<file path="src/plst_pkg.sv">
`timescale 1ns / 1ps
`default_nettype none
// ----------------------------------------------------------------------------
// plst_pkg
// Shared types for the positional list store: operation and status codes,
// the command passed down the row of storage cells, and controller states.
// ----------------------------------------------------------------------------
package plst_pkg;

  localparam int unsigned WordW = 32;

  typedef enum logic [1:0] {
    OP_INSERT = 2'd0,
    OP_REMOVE = 2'd1,
    OP_GET    = 2'd2,
    OP_SET    = 2'd3
  } plst_op_e;

  typedef enum logic [1:0] {
    STAT_OK   = 2'd0,
    STAT_OOB  = 2'd1,
    STAT_FULL = 2'd2
  } plst_status_e;

  typedef enum logic [1:0] {
    CMD_HOLD,
    CMD_INSERT,
    CMD_REMOVE,
    CMD_WRITE
  } plst_cmd_e;

  typedef enum logic [1:0] {
    ST_IDLE,
    ST_READ,
    ST_DONE
  } plst_state_e;

  typedef struct packed {
    plst_cmd_e          cmd;
    logic [WordW-1:0]   wdata;
  } plst_cell_ctl_t;

endpackage

`default_nettype wire

</file>
<file path="src/plst_cell.sv">
`timescale 1ns / 1ps
`default_nettype none
// ----------------------------------------------------------------------------
// plst_cell
// One list entry. Shifts from its lower or upper neighbor, or takes the
// write word, and presents its word when its index is selected.
// ----------------------------------------------------------------------------
module plst_cell import plst_pkg::*; #(
  parameter int unsigned IW  = 8,
  parameter int unsigned IDX = 0
) (
  input  wire logic             clk_i,
  input  wire plst_cell_ctl_t   ctl_i,
  input  wire logic [IW-1:0]    idx_i,
  input  wire logic [WordW-1:0] lower_i,
  input  wire logic [WordW-1:0] upper_i,
  output logic [WordW-1:0]      data_o,
  output logic [WordW-1:0]      match_o
);

  logic [WordW-1:0] data_q;
  logic [WordW-1:0] data_d;
  logic             hit;
  logic             above;

  assign hit   = (idx_i == IW'(IDX));
  assign above = (IW'(IDX) > idx_i);

  always_comb begin
    data_d = data_q;
    case (ctl_i.cmd)
      CMD_INSERT: begin
        if (hit) begin
          data_d = ctl_i.wdata;
        end else if (above) begin
          data_d = lower_i;
        end
      end
      CMD_REMOVE: begin
        if (hit || above) begin
          data_d = upper_i;
        end
      end
      CMD_WRITE: begin
        if (hit) begin
          data_d = ctl_i.wdata;
        end
      end
      default: begin
        data_d = data_q;
      end
    endcase
  end

  always_ff @(posedge clk_i) begin
    data_q <= data_d;
  end

  assign data_o  = data_q;
  assign match_o = hit ? data_q : '0;

endmodule

`default_nettype wire

</file>
<file path="config.mk">
export PLATFORM = sky130hd
export DESIGN_NAME = plst_cell
export DESIGN_NICKNAME = d
export VERILOG_FILES = /design/src/plst_pkg.sv /design/src/plst_cell.sv
export SDC_FILE = /design/constraint.sdc
export NUM_CORES = 1
export LEC_CHECK = 0
export ABC_CLOCK_PERIOD_IN_PS = 10450
export BUFFER_PORTS_ARGS = -buffer_cell sky130_fd_sc_hd__buf_2
export CAP_MARGIN = 25
export CORE_ASPECT_RATIO = 0.75
export CORE_MARGIN = 3
export CORE_UTILIZATION = 45
export CTS_CLUSTER_SIZE = 28
export DETAILED_ROUTE_END_ITERATION = 8
export PLACE_DENSITY_LB_ADDON = 0.2
export SLEW_MARGIN = 20
export SYNTH_ARGS = -nofsm -noshare
export SYNTH_HDL_FRONTEND = slang
export SYNTH_SLANG_ARGS = --single-unit
</file>
<file path="constraint.sdc">
create_clock -name clk_i -period 10.45 [get_ports clk_i]
set_input_delay 3.135 -clock clk_i [delete_from_list [all_inputs] [get_ports clk_i]]
set_output_delay 3.135 -clock clk_i [all_outputs]
set_load 0.02 [all_outputs]
</file>
==> metrics.cfg, run 1 <==
[status]
status = complete, no violations

[floorplanning]
row_count = 22
die_h_um = 69.3
die_width_um = 90.4
core_area_um2 = 5010
start_util_pct = 48.0
io_pins = 171
die_area_um2 = 6260

[clock_network]
htreeDepth = 2
cts-resized-gates = 0
cts_buffer_depth = 2
cts_tree = done
ctsRootBufferMaster = clkbuf_8
cts_hold_buf = 0
clk_transition_reported_paths_ps = 70
cts_setup_buffers = 0
numCtsBuffers = 5
cts.sinks = 32

[synth]
synth_area_um2 = 2400
synth_top_cell_by_area = edfxtp_1
synth_top_area_share_pct = 40.0
ys_types = 14
ys_warn_count = 0
synthTopCellsByArea = edfxtp_1 40%, a22oi_1 10%, o211ai_1 10%
syn-mean-instance-area_um2 = 9.17
ys_seq_elements = 32
synth_nets = 369
ys_seq_area_share_pct = 40.0
syn_inst = 262

[place]
port_buffers = 170
gp_congestion = 0.741
hpwl_um = 5140

[setup_path]
worstPathMaxFanout = 32
crit_type = in -> out
arrival_ps = 5150
crit_required_ps = 7320
cp-start-kind = input port
endpoint_kind = output port

[finish]
num_antenna_cells = 0
largest_reg_flops = 32
final_nets = 521
drive_above_1_share_pct = 44.1
syn2layout_area_growth_pct = 39.0
nFillCells = 443

[sta]
tightest_slew_ps = 992
final_period_minus_worst_setup_slack_ps = 8280
hold_viol_final = 0
whs_ps = 3170
tns_ps = 0
fin_crit_sh_pct = 79.3
drv_slew = 0
relSlewSlack_pct = 33.9
max_freq_ghz = 0.121
rsz0062_at_grt = no
finalSetupViolCount = 0

[pwr]
leakage_nw = 1.43
fin_total_pwr_w = 0.000293
p_per_area_nw_per_um2 = 87.7
vdd_drop_max_uv = 54.3

[min_path]
hold_path.class = in -> reg
hold_depth = 3
hold_start = upper_i[19]
hold_end = data_o[19]$_DFFE_PP_

[drt]
routed_wire_length_per_instance_um = 15.3
vias = 2560
first_pass_iters = 5
vias_per_cell = 5.26
drt_wl_total_um = 7430
ant_nets = 0
drt_iter0_drc = 128
drc = 0

[global_routing]
grt_max_degree = 68
grt_pass1_wl_um = 11600
antenna_found_initial = 0
track_usage_pct = 22.4
grt_pass1_vias = 2517
grt_overflow = 0

[job]
maxCapViolations = 0

## layout by cell type (no fill, tap or decap)
cell type and n:
edfxtp_1 32, and2_1 33, buf_4 3, or4_1 2, o211ai_1 32, nand2b_1 32
a22oi_1 32, o21ai_0 32, clkinv_1 1, or2_1 1, nor2_4 2, buf_8 2
nor2_1 1, clkbuf_8 5, nor2b_1 32, buf_2 170, clkbuf_1 2, nor2b_2 1
## routing by layer
| layer | GRT usage, % | share of wire (%) | vias up |
|---|---|---|---|
| met4 | 4.41 | 0.51 | 0 |
| met2 | 41.8 | 52 | 103 |
| met5 | 0 | 0 | - |
| li1 | - | - | 1259 |
| met3 | 5.75 | 7.2 | 4 |
| met1 | 26.0 | 40 | 1194 |
## final cells by class
class / instances / area [µm²] / share of cell area (%)
Clock buffer: 7 / 76.3 / 2.29
Clock inverter: 1 / 3.75 / 0.112
Timing Repair Buffer: 175 / 903 / 27.1
Multi-Input combinational cell: 200 / 1300 / 39.1
Sequential cell: 32 / 961 / 28.8
Tap cell: 72 / 90.1 / 2.70
## report_power, final
| group | internal (W) | leakage [nW] | switching (W) |
|---|---|---|---|
| logic | 0.0000313 | 1.11 | 0.0000275 |
| registers | 0.000143 | 0.276 | 0.000000168 |
| clock network | 0.0000464 | 0.0399 | 0.0000442 |
| total | 0.000221 | 1.43 | 0.0000719 |
## cells by family after synthesis
kind of cell    synth area share (%)
simple gates                    26.9
compound gates                  26.7
buf+inv                         6.46
flops                           40.0
## cells in the mapped netlist (all sizes together)
| cell type | n |
|---|---|
| clkbuf | 25 |
| nor2 | 3 |
| or4 | 2 |
| o211ai | 32 |
| buf | 5 |
| a22oi | 32 |
| o21ai | 32 |
| and2 | 33 |
| nand2b | 32 |
| nor2b | 33 |
| or2 | 1 |
| edfxtp | 32 |
## critical path: stages
cell and delay (ps):
buf_2 90, or4_1 760, buf_8 260, nor2_4 500, and2_1 220, buf_2 160
## per-stage QoR
step	instances	utilization (%)	setup slack, ps	area [µm²]
after floorplan	262	-	2870	2400
after global placement	477	64.3	1750	3220
after detailed placement	477	64.3	1680	3220
after CTS	485	65.9	1670	3300
after global routing	487	66.6	2010	3340
final	487	66.6	2170	3340
## worst max-delay path by stage
stage / startpoint / to / cells after the start
2_1_floorplan: idx_i[0] / match_o[10] / 5
3_3_place_gp: idx_i[0] / match_o[18] / 5
3_5_place_dp: idx_i[0] / match_o[19] / 5
4_1_cts: idx_i[0] / match_o[19] / 5
5_1_grt: idx_i[0] / match_o[23] / 6
6_report: idx_i[0] / match_o[23] / 6
Power figures use the tool's default switching activity.
==> inputs of run 2 (changes only) <==
--- a/config.mk
+++ b/config.mk
@@ -5,12 +5,12 @@
 export SDC_FILE = /design/constraint.sdc
 export NUM_CORES = 1
 export LEC_CHECK = 0
-export ABC_CLOCK_PERIOD_IN_PS = 10450
+export ABC_CLOCK_PERIOD_IN_PS = 7200
 export BUFFER_PORTS_ARGS = -buffer_cell sky130_fd_sc_hd__buf_2
 export CAP_MARGIN = 25
 export CORE_ASPECT_RATIO = 0.75
 export CORE_MARGIN = 3
-export CORE_UTILIZATION = 45
+export CORE_UTILIZATION = 38
 export CTS_CLUSTER_SIZE = 28
 export DETAILED_ROUTE_END_ITERATION = 8
 export PLACE_DENSITY_LB_ADDON = 0.2
==> constraint.sdc (replaced) <==
create_clock -name clk_i -period 7.2 [get_ports clk_i]
set_input_delay 2.16 -clock clk_i [delete_from_list [all_inputs] [get_ports clk_i]]
set_output_delay 2.16 -clock clk_i [all_outputs]
set_load 0.02 [all_outputs]
==> metrics.cfg, run 2 (synthesis results as in run 1) <==
[status]
status = complete, no violations  ; unchanged

[clock_network]
cts_tree = done  ; unchanged
clk_transition_reported_paths_ps = 70  ; about the same
cts_setup_buffers = 0  ; unchanged
numCtsBuffers = 5  ; unchanged
cts_hold_buf = 0  ; unchanged
ctsRootBufferMaster = clkbuf_8  ; unchanged
cts.sinks = 32  ; unchanged
cts-resized-gates = 0  ; unchanged
htreeDepth = 2  ; unchanged
cts_buffer_depth = 2  ; unchanged

[min_path]
hold_start = upper_i[0]  ; was upper_i[19]
hold_depth = 3  ; unchanged
hold_path.class = in -> reg  ; unchanged
hold_end = data_o[0]$_DFFE_PP_  ; was data_o[19]$_DFFE_PP_

[drt]
highest_layer = met4  ; unchanged
first_pass_iters = 4  ; was 5
drt_wl_total_um = 7880  ; was 7430 µm
dr_wl_met3_um = 662  ; was 536 µm
vias = 2595  ; was 2560
drc = 0  ; unchanged
m1WireLength_um = 3300  ; was 2990 µm
drt_iter0_drc = 97  ; was 128
routed_wire_length_per_instance_um = 15.9  ; was 15.3 µm
route.met2.wl_um = 3840  ; was 3870 µm
ant_nets = 0  ; unchanged
vias_per_cell = 5.25  ; was 5.26

[sta]
rsz0062_at_grt = no  ; unchanged
finalSetupViolCount = 0  ; unchanged
max_freq_ghz = 0.160
fin_crit_sh_pct = 86.6
hold_viol_final = 0  ; unchanged
drv_slew = 0  ; unchanged
final_period_minus_worst_setup_slack_ps = 6230
tightest_slew_ps = 1030  ; was 992 ps
tns_ps = 0  ; unchanged
relSlewSlack_pct = 31.7  ; was 33.9%

[finish]
nFillCells = 579  ; was 443
largest_reg_flops = 32  ; unchanged
drive_above_1_share_pct = 44.7  ; was 44.1%
mostFrequentLayoutCells = 170 x buf_2, 33 x and2_1  ; unchanged
final_common_cell = buf_2  ; unchanged
final_nets = 522  ; was 521
syn2layout_area_growth_pct = 39.9  ; was 39.0%
num_antenna_cells = 0  ; unchanged

[global_routing]
antenna_found_initial = 0  ; unchanged
grt_max_degree = 68  ; unchanged
grt_overflow = 0  ; unchanged
grt_pass1_vias = 2365  ; was 2517
grt_pass1_wl_um = 11700  ; was 11600 µm
track_usage_pct = 20.1  ; was 22.4%

[setup_path]
cp-start-kind = input port  ; unchanged
worstPathMaxFanout = 34  ; was 32
slowest_delay_ps = 500  ; was 760 ps
cp.buffers_inverters = 4  ; was 3
cp_slowest_cell = or4_1  ; unchanged
crit_family = simple AND/OR/NAND/NOR gates  ; unchanged
crit_chain = buf_2, or4_1, buf_4, nor2_2, buf_4, and2_1, buf_2  ; was buf_2, or4_1, buf_8, nor2_4, and2_1, buf_2
crit_required_ps = 5040  ; was 7320 ps
arrival_ps = 4070  ; was 5150 ps
crit_type = in -> out  ; unchanged
endpoint_kind = output port  ; unchanged
critPathLaunch = idx_i[0]  ; unchanged

[pwr]
vdd_drop_max_uv = 70.2  ; was 54.3 µV
p_per_area_nw_per_um2 = 138  ; was 87.7 nW/µm²
fin_total_pwr_w = 0.000465  ; was 0.000293 W
leakage_nw = 1.44  ; was 1.43 nW

[floorplanning]
io_pins = 171  ; unchanged
die_h_um = 74.9  ; was 69.3 µm
die_width_um = 97.8  ; was 90.4 µm
core_area_um2 = 5980  ; was 5010 µm²
start_util_pct = 40.2  ; was 48.0%
row_count = 24  ; was 22
die_area_um2 = 7320  ; was 6260 µm²

[job]
maxCapViolations = 0  ; unchanged

[place]
hpwl_um = 5520  ; was 5140 µm
gp_congestion = 0.765  ; was 0.741
port_buffers = 170  ; unchanged

[run 2: report_power, final]
| part | switching (W) | total, W | leakage [nW] | internal, W |
|---|---|---|---|---|
| registers | 0.000000239 | 0.000208 | 0.276 | 0.000208 |
| logic | 0.0000406 | 0.0000858 | 1.11 | 0.0000452 |
| clock network | 0.0000682 | 0.000171 | 0.0552 | 0.000103 |
| total | 0.000109 | 0.000465 | 1.44 | 0.000356 |
[run 2: final cells by class]
| cell class | count | area [µm²] | share of cell area, % |
|---|---|---|---|
| sequential | 32 | 961 | 28.6 |
| timing repair buffer | 176 | 896 | 26.7 |
| clock inverter | 2 | 35.0 | 1.04 |
| tap | 78 | 97.6 | 2.90 |
| clock buffer | 6 | 72.6 | 2.16 |
| multi-input combinational | 200 | 1300 | 38.6 |
[run 2: how the worst max path moves through the flow]
stage,to,depth (start not counted)
after floorplan,match_o[10],5
after global placement,match_o[23],7
after detailed placement,match_o[23],7
after CTS,match_o[23],7
after global routing,match_o[23],7
final,match_o[23],7
[run 2: stage by stage]
| stage | hold WS, ps | util [%] | instance area, µm² | instances | worst slack, ps |
|---|---|---|---|---|---|
| finish | 2190 | 56.2 | 3360 | 494 | 965 |
| global route | 2200 | 56.2 | 3360 | 494 | 875 |
| CTS | 2190 | 56.2 | 3360 | 494 | 989 |
| detailed placement | 2480 | 54.4 | 3250 | 486 | 995 |
| global placement | 2480 | 54.4 | 3250 | 486 | 1060 |
| floorplan | 2390 | - | 2400 | 262 | 1570 |
[run 2: routing by layer]
layer,GRT usage [%],vias up
met2,34.2,122
met5,0,-
met3,4.35,7
met4,5.84,0
met1,26.3,1208
li1,-,1258
